[src/hw/rtl/alsim_pkg.sv]
`timescale 1ns / 1ps
`default_nettype none
package alsim_pkg;

  localparam int COUNT_BITS = 32;
  localparam int FRAC_BITS  = 16;
  localparam int ALLELE_W   = 8;
  localparam int SIM_W      = 17;
  localparam int OUT_CNT_W  = 32;
  localparam int STEP_W     = $clog2(FRAC_BITS + 1);

  localparam logic [COUNT_BITS-1:0] COUNT_MAX = '1;
  localparam logic [STEP_W-1:0]     STEP_LAST = STEP_W'(FRAC_BITS);

  typedef struct packed {
    logic acc;
    logic start;
    logic step;
    logic load_out;
  } cmd_t;

  typedef struct packed {
    logic div_done;
  } stat_t;

  typedef enum logic [1:0] {
    ST_ACC = 2'b01,
    ST_DIV = 2'b10
  } state_t;

  // homozygote-aware match count of one diploid locus
  function automatic logic [1:0] pair_matches(input logic [ALLELE_W-1:0] p,
                                              input logic [ALLELE_W-1:0] q,
                                              input logic [ALLELE_W-1:0] r,
                                              input logic [ALLELE_W-1:0] s);
    logic [2:0] sum;
    sum = '0;
    if (p == q) begin
      sum = 3'(p == r) + 3'(p == s);
    end else if (r == s) begin
      sum = 3'(r == p) + 3'(r == q);
    end else begin
      sum = 3'(p == r) + 3'(p == s) + 3'(q == r) + 3'(q == s);
    end
    return sum[1:0];
  endfunction

endpackage
`default_nettype wire

[src/hw/rtl/allele_sharing_similarity_core.sv]
// out_tvalid rises once the divider is done after the last item and the output register is free
// throughput: one locus item per cycle, then in_tready is low for each pair
// while the shared compare-subtract divider produces one quotient bit per cycle
// the output register lets the next pair stream in while a result waits
// reset (rst_n low, synchronous): counters cleared, diploid_mode set to 1, no result held
`timescale 1ns / 1ps
`default_nettype none
module allele_sharing_similarity_core (
  input  wire logic        clk,
  input  wire logic        rst_n,
  input  wire logic        cfg_wr_en,
  input  wire logic        cfg_wr_data,   // diploid_mode
  input  wire logic        in_tvalid,
  output logic             in_tready,
  input  wire logic [31:0] in_tdata,      // x_allele_first, x_allele_second,
                                          // y_allele_first, y_allele_second
  input  wire logic        in_tlast,      // last_locus
  output logic             out_tvalid,
  input  wire logic        out_tready,
  output logic [87:0]      out_tdata,     // similarity, called_alleles, shared_alleles, zero fill
  output logic             out_tuser      // no_data
);

  alsim_pkg::cmd_t                   cmd;
  alsim_pkg::stat_t                  stat;
  logic [alsim_pkg::SIM_W-1:0]       similarity;
  logic [alsim_pkg::OUT_CNT_W-1:0]   called_alleles;
  logic [alsim_pkg::OUT_CNT_W-1:0]   shared_alleles;

  alsim_ctrl u_ctrl (
    .clk        (clk),
    .rst_n      (rst_n),
    .in_tvalid  (in_tvalid),
    .in_tlast   (in_tlast),
    .in_tready  (in_tready),
    .out_tvalid (out_tvalid),
    .out_tready (out_tready),
    .cmd        (cmd),
    .stat       (stat)
  );

  alsim_dp u_dp (
    .clk             (clk),
    .rst_n           (rst_n),
    .cfg_wr_en       (cfg_wr_en),
    .cfg_wr_data     (cfg_wr_data),
    .x_allele_first  (in_tdata[7:0]),
    .x_allele_second (in_tdata[15:8]),
    .y_allele_first  (in_tdata[23:16]),
    .y_allele_second (in_tdata[31:24]),
    .cmd             (cmd),
    .stat            (stat),
    .similarity      (similarity),
    .called_alleles  (called_alleles),
    .shared_alleles  (shared_alleles),
    .no_data         (out_tuser)
  );

  assign out_tdata = {7'd0, shared_alleles, called_alleles, similarity};

endmodule
`default_nettype wire

[src/hw/rtl/alsim_ctrl.sv]
`timescale 1ns / 1ps
`default_nettype none
module alsim_ctrl (
  input  wire logic             clk,
  input  wire logic             rst_n,
  input  wire logic             in_tvalid,
  input  wire logic             in_tlast,
  output logic                  in_tready,
  output logic                  out_tvalid,
  input  wire logic             out_tready,
  output alsim_pkg::cmd_t       cmd,
  input  wire alsim_pkg::stat_t stat
);

  alsim_pkg::state_t state_r, state_nxt;
  logic              out_valid_r, out_valid_nxt;
  logic              out_free;
  logic              accept;

  assign in_tready  = (state_r == alsim_pkg::ST_ACC);
  assign out_tvalid = out_valid_r;
  assign accept     = in_tvalid && in_tready;
  assign out_free   = !out_valid_r || out_tready;

  always_comb begin
    cmd          = '0;
    state_nxt    = state_r;
    cmd.acc      = accept;
    cmd.start    = accept && in_tlast;
    unique case (state_r)
      alsim_pkg::ST_ACC: begin
        if (cmd.start) begin
          state_nxt = alsim_pkg::ST_DIV;
        end
      end
      alsim_pkg::ST_DIV: begin
        if (!stat.div_done) begin
          cmd.step = 1'b1;
        end else if (out_free) begin
          cmd.load_out = 1'b1;
          state_nxt    = alsim_pkg::ST_ACC;
        end
      end
      default: state_nxt = alsim_pkg::ST_ACC;
    endcase
  end

  always_comb begin
    out_valid_nxt = out_valid_r;
    if (cmd.load_out) begin
      out_valid_nxt = 1'b1;
    end else if (out_tready) begin
      out_valid_nxt = 1'b0;
    end
  end

  always_ff @(posedge clk) begin
    if (!rst_n) begin
      state_r     <= alsim_pkg::ST_ACC;
      out_valid_r <= 1'b0;
    end else begin
      state_r     <= state_nxt;
      out_valid_r <= out_valid_nxt;
    end
  end

endmodule
`default_nettype wire

[src/hw/rtl/alsim_dp.sv]
`timescale 1ns / 1ps
`default_nettype none
module alsim_dp (
  input  wire logic                             clk,
  input  wire logic                             rst_n,
  input  wire logic                             cfg_wr_en,
  input  wire logic                             cfg_wr_data,
  input  wire logic [alsim_pkg::ALLELE_W-1:0]   x_allele_first,
  input  wire logic [alsim_pkg::ALLELE_W-1:0]   x_allele_second,
  input  wire logic [alsim_pkg::ALLELE_W-1:0]   y_allele_first,
  input  wire logic [alsim_pkg::ALLELE_W-1:0]   y_allele_second,
  input  wire alsim_pkg::cmd_t                  cmd,
  output alsim_pkg::stat_t                      stat,
  output logic [alsim_pkg::SIM_W-1:0]           similarity,
  output logic [alsim_pkg::OUT_CNT_W-1:0]       called_alleles,
  output logic [alsim_pkg::OUT_CNT_W-1:0]       shared_alleles,
  output logic                                  no_data
);

  logic                               diploid_r;
  logic [alsim_pkg::COUNT_BITS-1:0]   called_r, called_nxt;
  logic [alsim_pkg::COUNT_BITS-1:0]   shared_r, shared_nxt;
  logic [alsim_pkg::COUNT_BITS-1:0]   called_sum, shared_sum;
  logic [1:0]                         called_inc, shared_inc;
  logic [alsim_pkg::COUNT_BITS-1:0]   den_r, num_r;
  logic [alsim_pkg::COUNT_BITS:0]     rem_r, rem_nxt, rem_shl;
  logic [alsim_pkg::FRAC_BITS-1:0]    quo_r, quo_nxt;
  logic [alsim_pkg::STEP_W-1:0]       step_r, step_nxt;
  logic                               full_r, empty_r;
  logic                               ge;
  logic [alsim_pkg::SIM_W-1:0]        sim_r;
  logic [alsim_pkg::OUT_CNT_W-1:0]    out_called_r, out_shared_r;
  logic                               nodata_r;

  function automatic logic [alsim_pkg::COUNT_BITS-1:0] sat_add(
    input logic [alsim_pkg::COUNT_BITS-1:0] a,
    input logic [1:0]                       b
  );
    logic [alsim_pkg::COUNT_BITS:0] s;
    s = {1'b0, a} + (alsim_pkg::COUNT_BITS + 1)'(b);
    return s[alsim_pkg::COUNT_BITS] ? alsim_pkg::COUNT_MAX : s[alsim_pkg::COUNT_BITS-1:0];
  endfunction

  // per-locus increments
  always_comb begin
    called_inc = 2'd0;
    shared_inc = 2'd0;
    if (diploid_r) begin
      if ((x_allele_first != '0) && (x_allele_second != '0) &&
          (y_allele_first != '0) && (y_allele_second != '0)) begin
        called_inc = 2'd2;
        shared_inc = alsim_pkg::pair_matches(x_allele_first, x_allele_second,
                                             y_allele_first, y_allele_second);
      end
    end else begin
      if ((x_allele_first != '0) && (y_allele_first != '0)) begin
        called_inc = 2'd1;
        shared_inc = 2'(x_allele_first == y_allele_first);
      end
    end
  end

  assign called_sum = sat_add(called_r, called_inc);
  assign shared_sum = sat_add(shared_r, shared_inc);

  always_comb begin
    called_nxt = called_r;
    shared_nxt = shared_r;
    if (cmd.start) begin
      called_nxt = '0;
      shared_nxt = '0;
    end else if (cmd.acc) begin
      called_nxt = called_sum;
      shared_nxt = shared_sum;
    end
  end

  // restoring long division, one quotient bit per step
  assign rem_shl = {rem_r[alsim_pkg::COUNT_BITS-1:0], 1'b0};
  assign ge      = (rem_shl >= {1'b0, den_r});

  always_comb begin
    rem_nxt  = rem_r;
    quo_nxt  = quo_r;
    step_nxt = step_r;
    if (cmd.start) begin
      rem_nxt  = {1'b0, shared_sum};
      quo_nxt  = '0;
      step_nxt = '0;
    end else if (cmd.step) begin
      rem_nxt  = ge ? (rem_shl - {1'b0, den_r}) : rem_shl;
      quo_nxt  = {quo_r[alsim_pkg::FRAC_BITS-2:0], ge};
      step_nxt = step_r + 1'b1;
    end
  end

  assign stat.div_done = (step_r == alsim_pkg::STEP_LAST);

  always_ff @(posedge clk) begin
    if (!rst_n) begin
      diploid_r <= 1'b1;
      called_r  <= '0;
      shared_r  <= '0;
      step_r    <= alsim_pkg::STEP_LAST;
    end else begin
      if (cfg_wr_en) begin
        diploid_r <= cfg_wr_data;
      end
      called_r <= called_nxt;
      shared_r <= shared_nxt;
      step_r   <= step_nxt;
    end
  end

  always_ff @(posedge clk) begin
    rem_r <= rem_nxt;
    quo_r <= quo_nxt;
    if (cmd.start) begin
      den_r   <= called_sum;
      num_r   <= shared_sum;
      full_r  <= (shared_sum >= called_sum);
      empty_r <= (called_sum == '0);
    end
    if (cmd.load_out) begin
      if (empty_r) begin
        sim_r <= '0;
      end else if (full_r) begin
        sim_r <= alsim_pkg::SIM_W'(1) << alsim_pkg::FRAC_BITS;
      end else begin
        sim_r <= alsim_pkg::SIM_W'(quo_r);
      end
      out_called_r <= alsim_pkg::OUT_CNT_W'(den_r);
      out_shared_r <= alsim_pkg::OUT_CNT_W'(num_r);
      nodata_r     <= empty_r;
    end
  end

  assign similarity     = sim_r;
  assign called_alleles = out_called_r;
  assign shared_alleles = out_shared_r;
  assign no_data        = nodata_r;

endmodule
`default_nettype wire

[config.mk]
export PLATFORM = sky130hd
export DESIGN_NAME = allele_sharing_similarity_core
export DESIGN_NICKNAME = d
export VERILOG_FILES = /design/src/hw/rtl/alsim_pkg.sv /design/src/hw/rtl/allele_sharing_similarity_core.sv /design/src/hw/rtl/alsim_ctrl.sv /design/src/hw/rtl/alsim_dp.sv
export SDC_FILE = /design/constraint.sdc
export NUM_CORES = 1
export LEC_CHECK = 0
export BUFFER_PORTS_ARGS = -buffer_cell sky130_fd_sc_hd__buf_2
export CORE_UTILIZATION = 40
export DETAILED_ROUTE_END_ITERATION = 12
export HOLD_SLACK_MARGIN = 0.06
export SETUP_SLACK_MARGIN = 0.3
export SYNTH_ARGS = -nofsm -noshare
export SYNTH_HDL_FRONTEND = slang
export SYNTH_SLANG_ARGS = --single-unit
[constraint.sdc]
create_clock -name clk -period 9.7 [get_ports clk]
set_clock_uncertainty 0.15 [all_clocks]
set_input_delay 1.455 -clock clk [delete_from_list [all_inputs] [get_ports clk]]
set_output_delay 1.455 -clock clk [all_outputs]
set_load 0.05 [all_outputs]
== Yosys cells after proc, flatten, opt, wreduce, memory -nomap -nowiden ==
Cells that the tools add are included.

* Bits in registers: 269
* Output and inout port bits: 91
* Word-level logic and storage cells: 87

* Add/subtract/negate cells: 8
* Magnitude comparators: 2
* Eq/ne operators: 14
* Multiplexer cells: 26
* Bitwise operators: 1
* Reduce and logical (&&, ||, !) cells: 18

{| class="wikitable"
|+ Operator list
! kind !! count
|-
| $mux W32 || 5
|-
| $add A32 B2 Y33 || 2
|-
| $eq A8 B8 Y1 || 8
|-
| $ge A33 B32 Y1 || 1
|-
| $ge A32 B32 Y1 || 1
|-
| $logic_not A32 Y1 || 1
|-
| $reduce_bool A8 Y1 || 4
|-
| $sub A32 B32 Y32 || 1
|-
| $mux W2 || 10
|-
| $mux W17 || 1
|-
| $mux W5 || 2
|-
| $mux W1 || 7
|-
| $logic_and A1 B1 Y1 || 6
|-
| $add A5 B1 Y5 const B || 1
|-
| $eq A5 B5 Y1 const B || 1
|-
| $add A1 B1 Y2 || 2
|-
| $add A2 B1 Y2 || 2
|-
| $ne A2 B1 Y1 const B || 2
|-
| $pmux W2 S2 || 1
|-
| $reduce_bool A2 Y1 || 2
|-
| $reduce_or A2 Y1 || 2
|-
| $reduce_and A3 Y1 || 1
|-
| $eq A2 B1 Y1 const B || 1
|-
| $eq A2 B2 Y1 const B || 1
|-
| other kinds (4) || 4
|}

== Longest topological paths before layout ==
* Depth after elaboration: 11
* Mapped depth: 30

== By module ==
From an unflattened synthesis, not the netlist that was laid out.

* Cell total of the unflattened synthesis: 1432
* Area, all modules: 14665.3 sq um

{| class="wikitable"
|+ Modules (own cells, without submodules)
! module !! times used !! cells an instance !! area each (sq um) !! sequential area each (sq um)
|-
| alsim_dp || 1 || 1407 || 14447.6 || 7126.8
|-
| alsim_ctrl || 1 || 17 || 161.4 || 60.1
|-
| allele_sharing_similarity_core || 1 || 8 || 56.3 || 0.0
|}

== Least setup slack after synthesis ==
OpenSTA, ideal clock, no wires.

* Path type: input to register
* From: in out_tready
* To: reg u_dp.out_called_r (netlist bit u_dp.called_alleles[0]), enable pin
* Setup time: 0.626 ns
* Arrival: 7.142 ns
* Setup slack: 1.783 ns
* Cell stages on the path: 2
* Buffers on the path: 0
* Path through: nor2b_1 nor3_1

{| class="wikitable"
|+ RTL lines
! element !! RTL line !! source
|-
| start, declared || allele_sharing_similarity_core.sv:19 || <nowiki>input wire logic out_tready,</nowiki>
|-
| end signal, assigned || alsim_dp.sv:132 || <nowiki>out_called_r <= alsim_pkg::OUT_CNT_W'(den_r);</nowiki>
|-
| end, declared || alsim_dp.sv:32 || <nowiki>logic [alsim_pkg::OUT_CNT_W-1:0] out_called_r, out_shared_r;</nowiki>
|}

== Worst setup path in the final report ==
* From: in in_tdata[4]
* To: reg u_dp.full_r, data pin

* Word-level cells in the longest chain between the ends: 11
* Elaborated cells between the ends (all ways): 26

{| class="wikitable"
|+ Ends and longest elaborated chain
! element !! RTL line !! source
|-
| start, declared || allele_sharing_similarity_core.sv:15 || <nowiki>input wire logic [31:0] in_tdata,</nowiki>
|-
| $eq A8 B8 Y1, on equally long branches || n/a ||
|-
| $add A1 B1 Y2 || alsim_pkg.sv:39, alsim_pkg.sv:43 ||
|-
| $add A2 B1 Y2 (2 in a row) || alsim_pkg.sv:43 || <nowiki>sum = 3'(p == r) + 3'(p == s) + 3'(q == r) + 3'(q == s);</nowiki>
|-
| $mux W2 || alsim_pkg.sv:40 || <nowiki>end else if (r == s) begin</nowiki>
|-
| $mux W2 || alsim_pkg.sv:38 || <nowiki>if (p == q) begin</nowiki>
|-
| $mux W2 || alsim_dp.sv:49 || <nowiki>if ((x_allele_first != '0) && (x_allele_second != '0) &&</nowiki>
|-
| $mux W2 || alsim_dp.sv:48 || <nowiki>if (diploid_r) begin</nowiki>
|-
| $add A32 B2 Y33 || alsim_dp.sv:40 || <nowiki>s = {1'b0, a} + (alsim_pkg::COUNT_BITS + 1)'(b);</nowiki>
|-
| $mux W32 || alsim_dp.sv:41 || <nowiki>return s[alsim_pkg::COUNT_BITS] ? alsim_pkg::COUNT_MAX : s[alsim_pkg::COUNT_BITS-1:0];</nowiki>
|-
| $ge A32 B32 Y1 (*) || alsim_dp.sv:121 || <nowiki>full_r <= (shared_sum >= called_sum);</nowiki>
|-
| end signal, assigned || alsim_dp.sv:121 ||
|-
| end, declared || alsim_dp.sv:29 || <nowiki>logic full_r, empty_r;</nowiki>
|}

Mark *: on every way between the ends. The rest lies on a longest branch, timed or not.
A chain may end at the register's enable or synchronous reset.

==> results.py <==
metrics = {
    "critical_path": {
        "path_class": "in2reg",
        "cp_data_required_time_ps": 9850,
        "crit_arrival_ps": 7090,
        "path_buf_inv": 3,
        "cp_max_fo": 18,
        "path_common_cell": "a21oi_1",
        "cp_top_family": "simple AND/OR/NAND/NOR gates",
        "critPathCaptureType": "flip-flop",
        "start_kind": "input port",
        "slowest_delay_ps": 410,
        "slowest_stage": "fa_1",
    },
    "timing": {
        "slew_viol_final": 0,
        "period_minus_slack_ps": 6940,
        "setup_slack_ps": 2760,
        "max_freq_ghz": 0.144,
        "rsz0062_at_grt": "no",
        "setup_violations": 0,
        "slew_headroom_pct": 26.5,
        "worstMarginPinSlew_ps": 1100,
        "hold_viol_final": 0,
        "finalCritPeriodShare_pct": 71.5,
        "finalSetupTns_ps": 0,
    },
    "cells_and_area": {
        "drive_gt1_share_pct": 13.7,
        "areaGrowthSynthToFinish_pct": 12.9,
        "nFillCells": 3423,
        "final-seq-area_um2": 7190,
        "layout.nets": 1685,
        "n_antenna_cell": 0,
        "multi_input_area_um2": 6900,
    },
    "power": {
        "power.density_nw_per_um2": 167,
        "power_leakage_nw": 6.61,
        "ir_drop_mv": 0.114,
    },
    "cts": {
        "cts_tree": "done",
        "cts_buffers": 29,
        "clock_latency_ps": 560,
        "clk_pin_slew_ps": 70,
        "postCtsSetupBuffers": 0,
        "cts_hold_buf": 0,
        "post_cts_resized": 0,
        "root_buffer": "clkbuf_16",
        "htreeDepth": 1,
        "cts_buffer_depth": 3,
        "cts_num_sinks": 269,
    },
    "synth": {
        "syn_area_per_cell_um2": 10.0,
        "synthArstFlopShare_pct": 0,
        "synth_top_area_cell": "edfxtp_1",
        "yosys_warnings": 0,
        "ys.flop_type": "edfxtp_1",
        "synth_seq_cells": 269,
        "synth_common_cells": "180 x edfxtp_1, 174 x nor2_1, 98 x inv_1",
        "synth_cell_types": 77,
        "synthesis.instances": 1472,
        "yosysMostFrequentCell": "edfxtp_1",
        "synth_top_area_share_pct": 36.6,
        "yosysSeqAreaShare_pct": 48.6,
        "synth_edf_count": 180,
        "netlist_area_um2": 14800,
        "synth_area_leaders": "edfxtp_1 37%, dfxtp_1 12%, ha_1 6.1%, nor2_1 4.4%, xnor2_1 4.4%",
    },
    "grt": {
        "grt_pass1_vias": 10500,
        "grt_pass1_wl_um": 56700,
        "busiest_layer": "met2",
        "use_met1_pct": 26.9,
        "use_met3_pct": 2.42,
        "globalRouteMet2Util_pct": 29.5,
        "antenna_found_initial": 1,
        "grt_max_degree": 84,
        "grt.overflow.total": 0,
        "track_usage_pct": 18.8,
    },
    "route": {
        "dr.pass1.iters": 5,
        "drt_iter0_markers": 785,
        "drc": 0,
        "drt-total-wl_um": 35900,
        "postRouteAntennaNets": 0,
        "wl_per_cell_um": 17.4,
        "routed-via-count": 11100,
        "via_per_inst": 5.39,
    },
    "place": {
        "portBuffers": 122,
        "detailed_place_hpwl_um": 26100,
        "gp_congestion": 0.870,
        "pre_cts_ws_ps": 2180,
    },
    "run_status": {
        "status": "complete, no violations",
    },
    "die": {
        "die_width_um": 194,
        "rows": 70,
        "start_util_pct": 40.5,
        "ios": 130,
        "fp.coreArea_um2": 36500,
        "die_area_um2": 37700,
        "die_y_um": 194,
    },
    "worst_hold_path": {
        "holdCritPathClass": "reg2reg",
    },
    "run": {
        "max_cap_viol_count": 0,
    },
}
-- final cells by class --
| cell class | count | area share, % |
|---|---|---|
| inverters | 99 | 2.24 |
| flip-flops and latches | 269 | 43.1 |
| clock buffers | 38 | 4.55 |
| multi-input cells | 1035 | 41.3 |
| clock inverters | 15 | 1.01 |
| well taps | 468 | 3.51 |
| repair buffers | 136 | 4.29 |
-- path summary, 6_finish.rpt --
kind	from	to	slack [ps]	cells after the start
worst max-delay path	in_tdata[4]	u_dp.full_r$_DFFE_PP_	2760	29
worst min-delay path	u_dp.num_r[8]$_DFFE_PP_	u_dp.shared_alleles[8]$_DFFE_PP_	260	0
worst max register to register	u_dp.diploid_r$_SDFFE_PN1P_	u_dp.full_r$_DFFE_PP_	4580	22
worst min register to register	u_dp.num_r[8]$_DFFE_PP_	u_dp.shared_alleles[8]$_DFFE_PP_	260	0
-- worst reg2reg max path: stages (launching register included) --
cell       delay, ps
dfxtp_1          360
o21ai_0           90
a211o_1          340
o2bb2ai_1        190
ha_1             200
fa_1             280
nand4_1          210
nor3_2           340
nand3_2          190
nor3_2           290
and3_1           210
buf_4            230
nor2_1           140
ha_1             300
nand2b_1         140
a21o_1           180
a21o_1           180
a21oi_1          130
o21ai_0          140
a21oi_1          190
o211ai_1         120
a21oi_1          170
o21ai_0          100
-- cells in the final DEF (no fill, tap or decap), drive strengths merged, types with 5 or more instances in the layout --
master    count
a21o         17
inv          99
a311oi       14
and2         31
and3         16
xnor2        74
a211o         5
nor2        178
nand4        36
and4          8
nor2b        14
clkinvlp      5
or2           8
o21ai        44
mux2i        12
clkinv        7
buf         136
xor2         55
dfxtp        89
a21oi        94
nor3         20
clkbuf       38
o21a         14
nor4         17
nand2b       10
o31ai         7
or3           6
ha           72
o211ai        8
a41oi         5
nand3        42
a211oi       54
edfxtp      180
a22o         16
nand2        88
conb          7
a31oi        17
-- per-layer routing --
| metal | share of wire, % | wire (um) |
|---|---|---|
| met5 | 0 | 0 |
| met3 | 5.0 | 1780 |
| met1 | 48 | 17200 |
| met2 | 44 | 15900 |
| met4 | 2.6 | 935 |
-- logic make-up (layout without fill, tap and decap cells) --
family	count (synthesis)	after routing	synth area share [%]
simple gates	491	491	16.8
compound gates	318	318	14.2
flops	269	269	48.6
buf+inv	174	288	5.00
xor+xnor	129	129	7.64
fa+ha+maj	76	76	6.63
mux	14	14	1.07
other cells	1	7	0.0254
-- sequential cells by signal, indices dropped and copies added, names as in the netlist, 2 cells and up --
register,flops
u_ctrl.state_r,2
u_dp.num_r,32
u_dp.shared_r,32
u_dp.den_r,32
u_dp.called_alleles,32
u_dp.called_r,32
u_dp.similarity,17
u_dp.quo_r,16
u_dp.rem_r,32
u_dp.step_r,5
u_dp.shared_alleles,32
-- where the power goes --
group	total [W]	internal (W)	switching (W)
sequential	0.00129	0.00127	0.0000278
combinational	0.000406	0.000154	0.000252
clock	0.00109	0.000632	0.000456
total	0.00279	0.00205	0.000736
-- through the flow --
stage | area [um^2] | power (W) | instances | hold WS, ps | utilization, %
final | 16700 | 0.00279 | 2060 | 260 | 45.7
after global routing | 16700 | 0.00291 | 2060 | 269 | 45.7
after CTS | 16700 | 0.00281 | 2060 | 266 | 45.7
after detailed placement | 15800 | 0.00172 | 2007 | 255 | 43.2
after global placement | 15800 | 0.00172 | 2007 | 254 | 43.2
after floorplan | 14800 | 0.00162 | 1478 | 250 | -
(Power assumes the default switching activity.)
